**src/design/bnd_pkg.sv**
```systemverilog
// types, constants and the crc step shared by the stream deframer
package bnd_pkg;

	localparam int CFG_IDX_W = 8;
	localparam int CFG_DATA_W = 16;

	localparam logic [CFG_IDX_W-1:0] CFG_PREAMBLE    = 8'd0;
	localparam logic [CFG_IDX_W-1:0] CFG_START_CHAR  = 8'd1;
	localparam logic [CFG_IDX_W-1:0] CFG_CRC_POLY    = 8'd2;
	localparam logic [CFG_IDX_W-1:0] CFG_CRC_INITIAL = 8'd3;

	localparam logic [7:0]  PREAMBLE_RST   = 8'h55;
	localparam logic [7:0]  START_CHAR_RST = 8'h24;
	localparam logic [15:0] CRC_POLY_RST   = 16'h1021;
	localparam logic [15:0] CRC_INIT_RST   = 16'h1D0F;

	localparam logic [7:0] CHAR_LF = 8'h0A;
	localparam logic [7:0] CHAR_CR = 8'h0D;

	localparam logic [2:0] PEV_NONE    = 3'd0;
	localparam logic [2:0] PEV_TYPE    = 3'd1;
	localparam logic [2:0] PEV_LENGTH  = 3'd2;
	localparam logic [2:0] PEV_PAYLOAD = 3'd3;
	localparam logic [2:0] PEV_CRC_HI  = 3'd4;
	localparam logic [2:0] PEV_GOOD    = 3'd5;
	localparam logic [2:0] PEV_BAD     = 3'd6;

	localparam logic [2:0] SEV_NONE   = 3'd0;
	localparam logic [2:0] SEV_HEADER = 3'd1;
	localparam logic [2:0] SEV_BYTE   = 3'd2;
	localparam logic [2:0] SEV_END    = 3'd3;
	localparam logic [2:0] SEV_ABORT  = 3'd4;

	localparam int NUM_PKT_TYPES = 5;
	localparam int NUM_TALKERS = 14;

	localparam logic [15:0] PKT_TYPES [NUM_PKT_TYPES] = '{
		"s1", "gN", "iN", "d1", "sT"
	};

	localparam logic [39:0] TALKERS [NUM_TALKERS] = '{
		"GPGGA", "GPRMC", "GPGSV", "GLGSV", "GAGSV", "BDGSV", "GPGSA",
		"GLGSA", "GAGSA", "BDGSA", "GPZDA", "GPVTG", "PASHR", "GNINS"
	};

	typedef enum logic [3:0] {
		H_SYNC0 = 4'b0001,
		H_SYNC1 = 4'b0010,
		H_TYPE1 = 4'b0100,
		H_TYPE2 = 4'b1000
	} hunt_t;

	typedef enum logic [2:0] {
		SM_IDLE = 3'b001,
		SM_HEAD = 3'b010,
		SM_BODY = 3'b100
	} smode_t;

	function automatic logic [15:0] crc_feed(input logic [15:0] crc_in,
			input logic [7:0] b, input logic [15:0] poly);
		logic [15:0] c;
		c = crc_in ^ {b, 8'h00};
		for (int k = 0; k < 8; k++) begin
			if (c[15]) begin
				c = {c[14:0], 1'b0} ^ poly;
			end else begin
				c = {c[14:0], 1'b0};
			end
		end
		return c;
	endfunction

endpackage

```
**src/design/bnd_ifs.sv**
```systemverilog
// channel interfaces of the stream deframer
interface bnd_in_if;
	logic       valid;
	logic       ready;
	logic [7:0] rx_byte;
	modport source (output valid, output rx_byte, input ready);
	modport sink (input valid, input rx_byte, output ready);
endinterface

interface bnd_out_if;
	logic       valid;
	logic       ready;
	logic [7:0] data_byte;
	logic [2:0] packet_event;
	logic [2:0] packet_kind;
	logic [7:0] payload_length;
	logic [7:0] payload_index;
	logic [2:0] sentence_event;
	logic [3:0] sentence_kind;
	modport source (output valid, output data_byte, output packet_event,
		output packet_kind, output payload_length, output payload_index,
		output sentence_event, output sentence_kind, input ready);
	modport sink (input valid, input data_byte, input packet_event,
		input packet_kind, input payload_length, input payload_index,
		input sentence_event, input sentence_kind, output ready);
endinterface

interface bnd_cfg_if;
	logic        valid;
	logic        ready;
	logic [7:0]  index;
	logic [15:0] data;
	modport source (output valid, output index, output data, input ready);
	modport sink (input valid, input index, input data, output ready);
endinterface

```
**src/design/binary_and_nmea_stream_deframer.sv**
```systemverilog
// Tags each received byte for a binary frame parser (preamble, type, length,
// payload, crc-16) and an nmea sentence detector. One word goes in and one word
// comes out per byte; a new byte is taken every clock cycle while the output is
// not stalled by tx.ready. Each byte passes an input register, then one pass of
// framer logic (header compares and an 8-step crc update) into the output
// register. The crc of the first type character is precomputed when it arrives,
// so each cycle feeds at most one byte through the crc. Configuration writes take
// effect at once and are always accepted.
module binary_and_nmea_stream_deframer
	import bnd_pkg::*;
#(
	parameter int SENTENCE_MAX_LEN = 256
) (
	input  logic clk,
	input  logic arst_n,
	bnd_in_if.sink     rx,
	bnd_out_if.source  tx,
	bnd_cfg_if.sink    cfg
);

	localparam int SCW = $clog2(SENTENCE_MAX_LEN + 1);
	localparam logic [SCW:0] MAX_LEN = (SCW+1)'(SENTENCE_MAX_LEN);

	// config registers
	logic [7:0]  preamble_q, start_q;
	logic [15:0] poly_q, init_q;
	logic [7:0]  n_preamble, n_start;
	logic [15:0] n_poly, n_init;

	// input stage
	logic       valid_s1;
	logic [7:0] byte_s1;
	logic       advance, fire;

	// framer state
	logic        in_frame_q, n_in_frame;
	hunt_t       hunt_q, n_hunt;
	logic [7:0]  ftc_q, n_ftc;
	logic [15:0] pre_crc_q;
	logic [8:0]  fcount_q, n_fcount;
	logic [7:0]  flen_q, n_flen;
	logic [2:0]  fkind_q, n_fkind;
	logic [15:0] crc_q, n_crc;
	logic [7:0]  crch_q, n_crch;

	// sentence state
	smode_t      smode_q, n_smode;
	logic [7:0]  hdr_q [4];
	logic [7:0]  n_hdr [4];
	logic [SCW-1:0] scount_q, n_scount;
	logic [7:0]  prev_q, n_prev;
	logic [3:0]  skind_q, n_skind;

	// result
	logic       tx_valid_q;
	logic [7:0] data_q, plen_q, pidx_q;
	logic [2:0] pev_q, pkind_q, sev_q;
	logic [3:0] skind_out_q;
	logic [2:0] pev, pkind, sev;
	logic [7:0] plen, pidx;
	logic [3:0] skind;

	logic       type_hit, talk_hit;
	logic [2:0] type_idx;
	logic [3:0] talk_idx;
	logic [39:0] hdr_word;
	logic [8:0] len_end;
	logic [1:0] hidx;
	logic [SCW:0] scount_inc;

	// configuration
	assign cfg.ready = 1'b1;

	always_comb begin
		n_preamble = preamble_q;
		n_start = start_q;
		n_poly = poly_q;
		n_init = init_q;
		if (cfg.valid) begin
			unique case (cfg.index)
				CFG_PREAMBLE:    n_preamble = cfg.data[7:0];
				CFG_START_CHAR:  n_start = cfg.data[7:0];
				CFG_CRC_POLY:    n_poly = cfg.data;
				CFG_CRC_INITIAL: n_init = cfg.data;
				default: ;
			endcase
		end
	end

	always_ff @(posedge clk or negedge arst_n) begin
		if (!arst_n) begin
			preamble_q <= PREAMBLE_RST;
			start_q <= START_CHAR_RST;
			poly_q <= CRC_POLY_RST;
			init_q <= CRC_INIT_RST;
		end else begin
			preamble_q <= n_preamble;
			start_q <= n_start;
			poly_q <= n_poly;
			init_q <= n_init;
		end
	end

	// handshake
	assign advance = !tx_valid_q || tx.ready;
	assign rx.ready = !valid_s1 || advance;
	assign fire = valid_s1 && advance;

	always_ff @(posedge clk or negedge arst_n) begin
		if (!arst_n) begin
			valid_s1 <= 1'b0;
		end else begin
			valid_s1 <= (rx.valid && rx.ready) || (valid_s1 && !advance);
		end
	end

	always_ff @(posedge clk) begin
		if (rx.valid && rx.ready) begin
			byte_s1 <= rx.rx_byte;
		end
	end

	// table compares
	always_comb begin
		type_hit = 1'b0;
		type_idx = '0;
		for (int i = NUM_PKT_TYPES - 1; i >= 0; i--) begin
			if (PKT_TYPES[i] == {ftc_q, byte_s1}) begin
				type_hit = 1'b1;
				type_idx = 3'(i);
			end
		end
	end

	assign hdr_word = {hdr_q[0], hdr_q[1], hdr_q[2], hdr_q[3], byte_s1};

	always_comb begin
		talk_hit = 1'b0;
		talk_idx = '0;
		for (int i = NUM_TALKERS - 1; i >= 0; i--) begin
			if (TALKERS[i] == hdr_word) begin
				talk_hit = 1'b1;
				talk_idx = 4'(i);
			end
		end
	end

	assign len_end = {1'b0, flen_q} + 9'd3;
	assign hidx = 2'(scount_q - SCW'(1));
	assign scount_inc = {1'b0, scount_q} + (SCW+1)'(1);

	// one pass of both framers
	always_comb begin
		n_in_frame = in_frame_q;
		n_hunt = hunt_q;
		n_ftc = ftc_q;
		n_fcount = fcount_q;
		n_flen = flen_q;
		n_fkind = fkind_q;
		n_crc = crc_q;
		n_crch = crch_q;
		n_smode = smode_q;
		n_hdr = hdr_q;
		n_scount = scount_q;
		n_prev = prev_q;
		n_skind = skind_q;
		pev = PEV_NONE;
		pkind = '0;
		plen = '0;
		pidx = '0;
		sev = SEV_NONE;
		skind = '0;

		if (!in_frame_q) begin
			unique case (hunt_q)
				H_SYNC0: begin
					if (byte_s1 == preamble_q) n_hunt = H_SYNC1;
				end
				H_SYNC1: begin
					n_hunt = (byte_s1 == preamble_q) ? H_TYPE1 : H_SYNC0;
				end
				H_TYPE1: begin
					n_ftc = byte_s1;
					n_hunt = H_TYPE2;
				end
				H_TYPE2: begin
					n_hunt = H_SYNC0;
					if (type_hit) begin
						n_in_frame = 1'b1;
						n_fkind = type_idx;
						n_fcount = 9'd2;
						n_crc = crc_feed(pre_crc_q, byte_s1, poly_q);
						pev = PEV_TYPE;
						pkind = type_idx;
					end
				end
				default: n_hunt = H_SYNC0;
			endcase

			unique case (smode_q)
				SM_IDLE: begin
					if (byte_s1 == start_q) begin
						n_smode = SM_HEAD;
						n_scount = SCW'(1);
						n_prev = byte_s1;
					end
				end
				SM_HEAD: begin
					n_scount = scount_inc[SCW-1:0];
					n_prev = byte_s1;
					if (scount_q < SCW'(5)) begin
						n_hdr[hidx] = byte_s1;
					end else begin
						n_smode = SM_IDLE;
						if (talk_hit) begin
							n_smode = SM_BODY;
							n_skind = talk_idx;
							sev = SEV_HEADER;
							skind = talk_idx;
						end
					end
				end
				SM_BODY: begin
					n_scount = scount_inc[SCW-1:0];
					n_prev = byte_s1;
					skind = skind_q;
					if (byte_s1 == CHAR_LF && prev_q == CHAR_CR) begin
						sev = SEV_END;
						n_smode = SM_IDLE;
					end else if (scount_inc >= MAX_LEN) begin
						sev = SEV_ABORT;
						n_smode = SM_IDLE;
					end else begin
						sev = SEV_BYTE;
					end
				end
				default: n_smode = SM_IDLE;
			endcase
		end else begin
			n_fcount = fcount_q + 9'd1;
			pkind = fkind_q;
			if (fcount_q == 9'd2) begin
				n_flen = byte_s1;
				n_crc = crc_feed(crc_q, byte_s1, poly_q);
				pev = PEV_LENGTH;
			end else if (fcount_q < len_end) begin
				n_crc = crc_feed(crc_q, byte_s1, poly_q);
				pev = PEV_PAYLOAD;
				pidx = 8'(fcount_q - 9'd3);
			end else if (fcount_q == len_end) begin
				n_crch = byte_s1;
				pev = PEV_CRC_HI;
			end else begin
				pev = ({crch_q, byte_s1} == crc_q) ? PEV_GOOD : PEV_BAD;
				n_in_frame = 1'b0;
				n_fcount = '0;
			end
			plen = n_flen;
		end
	end

	// state registers
	always_ff @(posedge clk or negedge arst_n) begin
		if (!arst_n) begin
			in_frame_q <= 1'b0;
			hunt_q <= H_SYNC0;
			ftc_q <= '0;
			fcount_q <= '0;
			flen_q <= '0;
			fkind_q <= '0;
			crc_q <= CRC_INIT_RST;
			crch_q <= '0;
			smode_q <= SM_IDLE;
			scount_q <= '0;
			prev_q <= '0;
			skind_q <= '0;
		end else if (fire) begin
			in_frame_q <= n_in_frame;
			hunt_q <= n_hunt;
			ftc_q <= n_ftc;
			fcount_q <= n_fcount;
			flen_q <= n_flen;
			fkind_q <= n_fkind;
			crc_q <= n_crc;
			crch_q <= n_crch;
			smode_q <= n_smode;
			scount_q <= n_scount;
			prev_q <= n_prev;
			skind_q <= n_skind;
		end
	end

	always_ff @(posedge clk) begin
		if (fire) begin
			hdr_q <= n_hdr;
		end
	end

	// crc of crc_initial and the first type character, kept current
	always_ff @(posedge clk) begin
		pre_crc_q <= crc_feed(n_init, fire ? n_ftc : ftc_q, n_poly);
	end

	// result register
	always_ff @(posedge clk or negedge arst_n) begin
		if (!arst_n) begin
			tx_valid_q <= 1'b0;
		end else begin
			tx_valid_q <= fire || (tx_valid_q && !tx.ready);
		end
	end

	always_ff @(posedge clk) begin
		if (fire) begin
			data_q <= byte_s1;
			pev_q <= pev;
			pkind_q <= pkind;
			plen_q <= plen;
			pidx_q <= pidx;
			sev_q <= sev;
			skind_out_q <= skind;
		end
	end

	assign tx.valid = tx_valid_q;
	assign tx.data_byte = data_q;
	assign tx.packet_event = pev_q;
	assign tx.packet_kind = pkind_q;
	assign tx.payload_length = plen_q;
	assign tx.payload_index = pidx_q;
	assign tx.sentence_event = sev_q;
	assign tx.sentence_kind = skind_out_q;

	// checks
	a_idx_in_range: assert property (@(posedge clk) disable iff (!arst_n)
		tx.valid && tx.packet_event == PEV_PAYLOAD |-> tx.payload_index < tx.payload_length)
		else $error("payload index beyond frame length");

	a_no_nmea_in_frame: assert property (@(posedge clk) disable iff (!arst_n)
		tx.valid && (tx.packet_event == PEV_LENGTH || tx.packet_event == PEV_PAYLOAD ||
		tx.packet_event == PEV_CRC_HI || tx.packet_event == PEV_GOOD ||
		tx.packet_event == PEV_BAD) |-> tx.sentence_event == SEV_NONE)
		else $error("sentence event on a word inside a frame");

	a_stall_holds_s1: assert property (@(posedge clk) disable iff (!arst_n)
		!rx.ready |-> valid_s1 && tx_valid_q)
		else $error("input stalled with a free pipeline");

	a_fire_makes_word: assert property (@(posedge clk) disable iff (!arst_n)
		fire |=> tx_valid_q)
		else $error("processed word lost");

endmodule
```
**src/flat_wrapper.sv**
```systemverilog
// flat-port wrapper written by rule: the top's interface ports become plain ports
module binary_and_nmea_stream_deframer_flat import bnd_pkg::*;
#(
	parameter int SENTENCE_MAX_LEN = 256
)
  (clk, arst_n, rx_valid, rx_rx_byte, rx_ready, tx_valid, tx_data_byte, tx_packet_event, tx_packet_kind, tx_payload_length, tx_payload_index, tx_sentence_event, tx_sentence_kind, tx_ready, cfg_valid, cfg_index, cfg_data, cfg_ready);
  bnd_in_if rx_i ();
  bnd_out_if tx_i ();
  bnd_cfg_if cfg_i ();
  input  logic clk;
  input  logic arst_n;
  input wire logic [$bits(rx_i.valid)-1:0] rx_valid;
  input wire logic [$bits(rx_i.rx_byte)-1:0] rx_rx_byte;
  output wire logic [$bits(rx_i.ready)-1:0] rx_ready;
  output wire logic [$bits(tx_i.valid)-1:0] tx_valid;
  output wire logic [$bits(tx_i.data_byte)-1:0] tx_data_byte;
  output wire logic [$bits(tx_i.packet_event)-1:0] tx_packet_event;
  output wire logic [$bits(tx_i.packet_kind)-1:0] tx_packet_kind;
  output wire logic [$bits(tx_i.payload_length)-1:0] tx_payload_length;
  output wire logic [$bits(tx_i.payload_index)-1:0] tx_payload_index;
  output wire logic [$bits(tx_i.sentence_event)-1:0] tx_sentence_event;
  output wire logic [$bits(tx_i.sentence_kind)-1:0] tx_sentence_kind;
  input wire logic [$bits(tx_i.ready)-1:0] tx_ready;
  input wire logic [$bits(cfg_i.valid)-1:0] cfg_valid;
  input wire logic [$bits(cfg_i.index)-1:0] cfg_index;
  input wire logic [$bits(cfg_i.data)-1:0] cfg_data;
  output wire logic [$bits(cfg_i.ready)-1:0] cfg_ready;
  assign rx_i.valid = rx_valid;
  assign rx_i.rx_byte = rx_rx_byte;
  assign rx_ready = rx_i.ready;
  assign tx_valid = tx_i.valid;
  assign tx_data_byte = tx_i.data_byte;
  assign tx_packet_event = tx_i.packet_event;
  assign tx_packet_kind = tx_i.packet_kind;
  assign tx_payload_length = tx_i.payload_length;
  assign tx_payload_index = tx_i.payload_index;
  assign tx_sentence_event = tx_i.sentence_event;
  assign tx_sentence_kind = tx_i.sentence_kind;
  assign tx_i.ready = tx_ready;
  assign cfg_i.valid = cfg_valid;
  assign cfg_i.index = cfg_index;
  assign cfg_i.data = cfg_data;
  assign cfg_ready = cfg_i.ready;
  binary_and_nmea_stream_deframer #(.SENTENCE_MAX_LEN(SENTENCE_MAX_LEN)) u_core (.clk(clk), .arst_n(arst_n), .rx(rx_i), .tx(tx_i), .cfg(cfg_i));
endmodule
```
**config.mk**
```make
export PLATFORM = sky130hd
export DESIGN_NAME = binary_and_nmea_stream_deframer_flat
export DESIGN_NICKNAME = d
export VERILOG_FILES = /design/src/design/bnd_pkg.sv /design/src/design/bnd_ifs.sv /design/src/design/binary_and_nmea_stream_deframer.sv /design/src/flat_wrapper.sv
export SDC_FILE = /design/constraint.sdc
export NUM_CORES = 1
export LEC_CHECK = 0
export BUFFER_PORTS_ARGS = -buffer_cell sky130_fd_sc_hd__buf_4
export CAP_MARGIN = 10
export CORE_ASPECT_RATIO = 0.6
export CORE_MARGIN = 5
export CORE_UTILIZATION = 33
export DETAILED_ROUTE_END_ITERATION = 10
export PLACE_DENSITY = 0.55
export SYNTH_ARGS = -nofsm -noshare
export SYNTH_HDL_FRONTEND = slang
export SYNTH_SLANG_ARGS = --single-unit
export TNS_END_PERCENT = 50
```
**constraint.sdc**
```tcl
create_clock -name clk -period 7.1 [get_ports clk]
set_clock_uncertainty 0.05 [all_clocks]
set_input_delay 0 -clock clk [delete_from_list [all_inputs] [get_ports clk]]
set_output_delay 0 -clock clk [all_outputs]
set_load 0.02 [all_outputs]
```
* Yosys cells after proc, flatten, opt, wreduce, memory -nomap -nowiden
Index checks and enable logic that the tools add are counted.
** Storage, ports and cells
- Input port bits :: 37
- Word-level logic and storage cells :: 338
- Bits in registers :: 224
- Output and inout port bits :: 40
** Cells by class
- Add/subtract/negate cells :: 5
- $lt $le $gt $ge :: 5
- Equality and inequality tests :: 41
- Multiplexer cells :: 184
- Bitwise logic cells :: 39
- Reductions and logical operators :: 32
** Operators with widths (number)
- $mux W16 :: 96
- $eq A39 B40 Y1 const A :: 14
- $xor A16 B16 Y16 :: 34
- $eq A15 B16 Y1 const A :: 5
- $mux W4 :: 17
- $mux W3 :: 22
- $mux W9 :: 7
- $mux W8 :: 6
- $bwmux W32 :: 1
- $mux W1 :: 27
- $pmux W9 S2 :: 1
- $demux W8 S2 :: 1
- $eq A16 B16 Y1 :: 1
- $eq A8 B2 Y1 const B :: 2
- $eq A8 B4 Y1 const B :: 2
- $eq A8 B8 Y1 :: 2
- $pmux W8 S2 :: 1
- $reduce_and A4 Y1 :: 4
- $reduce_and A5 Y1 :: 3
- $pmux W4 S3 :: 1
- $add A9 B1 Y10 const B :: 1
- $ge A10 B9 Y1 const B :: 1
- $add A8 B2 Y9 const B :: 1
- $add A9 B1 Y9 const B :: 1
- 35 further kinds :: 55

* Logic depth before layout (Yosys ltp)
- Depth after elaboration :: 44
- Mapped depth :: 19
- Mapped depth without buffers :: 18

* Worst setup path after synthesis
OpenSTA, ideal clock, no wires.
- Kind :: reg2reg
- Start :: register u_core.hunt_q[1]
- End :: register u_core.pre_crc_q[3]
- Library setup time :: 0.122 ns
- Cell stages (with the launch flop) :: 17
- Data required time :: 6.928 ns
- Buffers on the path :: 1
- Path slack :: 2.481 ns
- Data arrival time :: 4.448 ns
- Clock period less this slack :: 4.619 ns
- Cells stage by stage :: dfrtp_1 > nor4b_1 > nand4_1 > mux2i_1 > xnor2_2 > mux2i_1 > xor2_1 > o311a_1 > a221oi_4 > mux2i_1 > or3_1 > a311o_1 > and2_4 > xor2_2 > buf_6 > nor2_2 > xor2_1
** On the way
- Cells in the longest elaborated chain, start to end :: 20
- Elaborated cells between the ends (all ways) :: 21
- Those cells by class :: eq/ne: 1; mux: 11; bitwise: 9
** Ends and longest elaborated chain
- start: declaration :: line binary_and_nmea_stream_deframer.sv:37 : hunt_t hunt_q, n_hunt;
- start signal: assignment :: line binary_and_nmea_stream_deframer.sv:279 : hunt_q <= n_hunt;
- $eq A4 B3 Y1 * :: line binary_and_nmea_stream_deframer.sv:175 : unique case (hunt_q)
- $mux W8 * :: line binary_and_nmea_stream_deframer.sv:175
- $mux W8 * :: line binary_and_nmea_stream_deframer.sv:174 : if (!in_frame_q) begin
- $mux W8 * :: line binary_and_nmea_stream_deframer.sv:301 : pre_crc_q <= crc_feed(n_init, fire ? n_ftc : ftc_q, n_poly);
- $xor A16 B16 Y16 * :: line bnd_pkg.sv:62 : c = crc_in ^ {b, 8'h00};
- $xor A16 B16 Y16 :: line bnd_pkg.sv:65 : c = {c[14:0], 1'b0} ^ poly;
- $mux W16 * :: line bnd_pkg.sv:64 : if (c[15]) begin
- $xor A16 B16 Y16 :: line bnd_pkg.sv:65
- (+3 left out)
- $xor A16 B16 Y16 :: line bnd_pkg.sv:65
- $mux W16 * (2 in series) :: line bnd_pkg.sv:64
- $xor A16 B16 Y16 / $mux W16 (equally long branches) :: line bnd_pkg.sv:65, bnd_pkg.sv:64
- $mux W16 * :: line bnd_pkg.sv:64
- $xor A16 B16 Y16 / $mux W16 (equally long branches) :: line bnd_pkg.sv:65, bnd_pkg.sv:64
- $mux W16 * :: line bnd_pkg.sv:64
- $xor A16 B16 Y16 / $mux W16 (equally long branches) :: line bnd_pkg.sv:65, bnd_pkg.sv:64
- $mux W16 * :: line bnd_pkg.sv:64
- end signal: assignment :: line binary_and_nmea_stream_deframer.sv:301
- end: declaration :: line binary_and_nmea_stream_deframer.sv:39 : logic [15:0] pre_crc_q;
Mark *: on every way between the ends. The rest lies on a longest branch, timed or not.
A chain may end at the register's enable or synchronous reset.

* Worst setup path in the final report
- Start :: input port cfg_index[1]
- End :: register u_core.pre_crc_q[8]
** On the way
- Cells in the longest elaborated chain, start to end :: 20
- Elaborated cells between the ends (all ways) :: 23
- Those cells by class :: eq/ne: 2; mux: 12; bitwise: 9
** Ends and longest elaborated chain
- start: declaration :: line flat_wrapper.sv:25 : input wire logic [$bits(cfg_i.index)-1:0] cfg_index;
- $eq A8 B2 Y1 :: line binary_and_nmea_stream_deframer.sv:80 : unique case (cfg.index)
- $mux W16 :: line binary_and_nmea_stream_deframer.sv:80
- $mux W16 :: line binary_and_nmea_stream_deframer.sv:79 : if (cfg.valid) begin
- $xor A16 B16 Y16 :: line bnd_pkg.sv:62
- $xor A16 B16 Y16 :: line bnd_pkg.sv:65
- $mux W16 :: line bnd_pkg.sv:64
- $xor A16 B16 Y16 :: line bnd_pkg.sv:65
- $mux W16 :: line bnd_pkg.sv:64
- (+4 left out)
- $xor A16 B16 Y16 :: line bnd_pkg.sv:65
- $mux W16 :: line bnd_pkg.sv:64
- $xor A16 B16 Y16 :: line bnd_pkg.sv:65
- $mux W16 :: line bnd_pkg.sv:64
- $xor A16 B16 Y16 :: line bnd_pkg.sv:65
- $mux W16 :: line bnd_pkg.sv:64
- $xor A16 B16 Y16 :: line bnd_pkg.sv:65
- $mux W16 * :: line bnd_pkg.sv:64
Marked as above.

==> reports/qor.csv <==
stage;metric;value;unit
flow_run;cap_violations;0;
sta;tns;0;ps
finish;num-nets-final;1968;
detailed_routing;drt-total-wl;48100;um
finish;area_growth;15.4;%
clock_tree;cts_root_buffer;clkbuf_16;
floorplan;io_pins;77;
worst_setup_path;path_max_fanout;16;
clock_tree;cts_made_buffers;23;
finish;fin_util;0.383;
hold_path;hp-class;primary input to flip-flop;
finish;drive_gt1_frac;0.149;
global_route;grt_pass1_vias;12800;
worst_setup_path;cp_cell_sequence;dlygate4sd3_1, buf_4, or4b_1, or3_1, mux2i_4, xnor2_2, xnor2_2, mux2i_1, or3_1, nand2_1, o2bb2ai_1, or3_1, a311o_1, and2_4, xor2_2, nor2_1, xnor2_1;
sta;setup_viol;0;
clock_tree;cts.htree.levels;1;
global_route;grt_pass1_wl;75800;um
floorplan;start_util;0.332;
worst_setup_path;cp.depth;17;
worst_setup_path;regToRegStartpoint;u_core.byte_s1[6]$_DFFE_PP_;
worst_setup_path;r2r-end;u_core.crc_q[2]$_DFFE_PN1P_;
worst_setup_path;critPathCaptureType;flip-flop;
floorplan;dieArea;0.0540;mm^2
placement;port_buffers;75;
sta;drv_slew;0;
global_route;track_usage;0.177;
sta;min_period;5980;ps
synthesis;synth_cell_type_count;85;
detailed_routing;vias_per_cell;5.12;
placement;hpwl;34300;um
global_route;top_usage_layer;met1;
synthesis;seq_area_frac_synth;0.365;
worst_setup_path;crit_family;simple AND/OR/NAND/NOR gates;
floorplan;placementRows;63;
worst_setup_path;setup.worst_path.class;primary input to flip-flop;
clock_tree;cts-resized-gates;0;
finish;n_antenna_cell;0;
worst_setup_path;crit_path_frequent_cell;or3_1;
worst_setup_path;crit_arrival;6360;ps
synthesis;synth-edff-count;77;
power;cellPowerDensity;201;mW/mm^2
synthesis;ys_top_cells_by_area;xnor2_1 18%, dfrtp_1 16%, edfxtp_1 14%;
global_route;grt_util_met2;0.246;
sta;fmax;167;MHz
clock_tree;cts_tree;done;
synthesis;yosysWarnings;0;
worst_setup_path;critPathLaunchType;primary input;
detailed_routing;drt_first_pass_iters;5;
finish;fillCellCount;4935;
power;peakVddDrop;0.157;mV
synthesis;avgSynthCellArea;8.86;um^2
worst_setup_path;r2r_setup_slack;1460;ps
detailed_routing;wire_per_inst;18.6;um
global_route;use_met3;0.0364;
synthesis;synth_largest_area_cell;xnor2_1;
synthesis;syn_inst;1835;
clock_tree;clk_path_buf_depth;3;
global_route;grt_max_degree;78;
global_route;grt_util_met1;0.281;
worst_setup_path;critPathCapture;u_core.pre_crc_q[8]$_DFF_P_;
clock_tree;cts_setup_buffers;0;
worst_setup_path;crit_buf_inv;2;
power;p_leak;6.92;nW
clock_tree;cts_sinks;224;
synthesis;syn_area;0.0163;mm^2
worst_setup_path;cp_slowest_stage_delay;780;ps
hold_path;hold_depth;2;
synthesis;synth_top_area_frac;0.176;
floorplan;core_area;0.0490;mm^2
sta;period_share;0.842;
worst_setup_path;required;7480;ps
global_route;antenna_found_initial;2;
detailed_routing;antenna_left;0;
placement;gp_congestion;0.907;
worst_setup_path;ff2ff_path_depth;17;
worst_setup_path;cp_slowest_cell;xor2_2;
detailed_routing;vias;13200;
clock_tree;clk_pin_slew;70;ps
synthesis;ys_ff_latch;224;
sta;tightestPinTransition;1060;ps
floorplan;die_width;297;um
synthesis;synthesis.nets;1889;
sta;relSlewSlack;0.291;
synthesis;synth_top_flop_cell;dfrtp_1;
sta;finalHoldViolations;0;
detailed_routing;drt-initial-drc-count;1194;
sta;rsz0062_at_grt;false;
synthesis;ys_async_sr_fraction;0.585;
floorplan;die_h;182;um
clock_tree;clk-insertion-delay-late;550;ps
global_route;grt-ovfl-total;0;
worst_setup_path;crit_start;cfg_index[1];
clock_tree;hold_buffers;32;
detailed_routing;drc;0;
run_status;status;finished, final reports clean;
## report_power, final
part	total, mW	internal, mW	leakage [nW]	switching (mW)
sequential	1.51	1.43	2.54	0.0849
combinational	0.903	0.370	3.98	0.534
clock	1.36	0.796	0.400	0.563
## layout by cell type (no fill, tap or decap), types with 9 or more instances in the layout
| cell | instances |
|---|---|
| xnor2_1 | 327 |
| nand2_1 | 317 |
| nor2_1 | 192 |
| buf_4 | 125 |
| dfrtp_1 | 104 |
| edfxtp_1 | 77 |
| xor2_1 | 65 |
| mux2_2 | 63 |
| o21ai_0 | 52 |
| a21oi_1 | 51 |
| nand3_1 | 43 |
| inv_1 | 41 |
| nor3_1 | 32 |
| dlygate4sd3_1 | 31 |
| dfstp_2 | 27 |
| mux2i_1 | 26 |
| clkbuf_16 | 23 |
| nand4_1 | 19 |
| nor4_1 | 18 |
| nand2b_1 | 17 |
| and3_1 | 17 |
| ha_1 | 17 |
| dfxtp_1 | 16 |
| a31oi_1 | 14 |
| nor2b_1 | 11 |
| o31ai_1 | 10 |
| xnor3_1 | 10 |
| a21o_1 | 9 |
| and2_1 | 9 |
## worst register-to-register path: stages (launching register included)
cell and delay [ps]:
edfxtp_1 630, buf_4 340, xor2_1 420, a21oi_1 130
a2111oi_1 580, o21bai_1 190, a31oi_1 590, or2_1 300
o41ai_1 90, nor4_1 400, xnor2_1 270, xor2_1 350
xor2_1 230, buf_4 270, nand2_1 100, xnor2_1 330
a32oi_1 160, o311a_1 150
## final cells by class
type	count	area, um^2	area share
multi-input combinational	1462	9740	0.519
sequential	224	5940	0.317
timing repair buffer	159	1280	0.0685
tap	650	813	0.0433
clock buffer	27	601	0.0320
clock inverter	15	223	0.0119
inverter	44	165	0.00880
## synth_stat cells (all sizes together), types with 19 or more instances
cell,n
mux2,63
nand4,19
inv,41
edfxtp,77
a21oi,51
o21ai,55
mux2i,29
nand3,43
dfrtp,104
clkbuf,89
xnor2,330
nor2,200
nor3,34
xor2,68
dfstp,27
nand2,317
## per-layer routing
metal  wire length, um  share of wire  vias to the layer above
met2             19100           0.40                      407
met3              3260          0.068                       52
li1                  -              -                     6327
met5                 0              0                        -
met1             25000           0.52                     6417
met4               711          0.015                        0
## through the flow
| step | cell area (um^2) | total power, mW | setup slack [ps] | hold WS (ps) | cells |
|---|---|---|---|---|---|
| detailed placement | 17600 | 2.41 | 1100 | -2.03 | 2503 |
| finish | 18800 | 3.77 | 1120 | 127 | 2581 |
| floorplan | 16300 | 2.14 | 2480 | -346 | 1835 |
| global placement | 17600 | 2.40 | 1250 | -7.17 | 2503 |
| global route | 18800 | 3.95 | 770 | 113 | 2581 |
| CTS | 18700 | 3.80 | 1220 | 85.3 | 2577 |
## worst min-delay path by stage
| stage | to | start | slack (ps) |
|---|---|---|---|
| detailed placement | u_core.skind_q[2]$_DFFE_PN0P_ | arst_n | -2 |
| finish | u_core.byte_s1[1]$_DFFE_PP_ | rx_rx_byte[1] | 130 |
| global route | u_core.byte_s1[2]$_DFFE_PP_ | rx_rx_byte[2] | 110 |
| floorplan | u_core.crc_q[13]$_DFFE_PN0P_ | arst_n | -350 |
| CTS | u_core.byte_s1[1]$_DFFE_PP_ | rx_rx_byte[1] | 90 |
| global placement | u_core.skind_q[1]$_DFFE_PN0P_ | arst_n | -7 |
## cell families (layout without fill, tap and decap cells)
logic type	Yosys count	count (layout)	share of synthesized area
flip-flops	224	224	0.365
AND/OR/NAND/NOR	729	729	0.201
buffers and inverters	149	245	0.0360
AO/OA/AOI/OAI	212	212	0.0855
XOR/XNOR	411	411	0.235
multiplexers	92	92	0.0638
adder cells (fa/ha/maj)	17	17	0.0131
other	1	1	0.000231
## registers in the layout (all words and copies together) (netlist names), 9 cells and up
| signal | cells |
|---|---|
| u_core.fcount_q | 9 |
| u_core.pre_crc_q | 16 |
| u_core.crc_q | 16 |
| u_core.hdr_q | 32 |
| u_core.poly_q | 16 |
| u_core.scount_q | 9 |
| u_core.init_q | 16 |
Power figures use the tool's default switching activity.
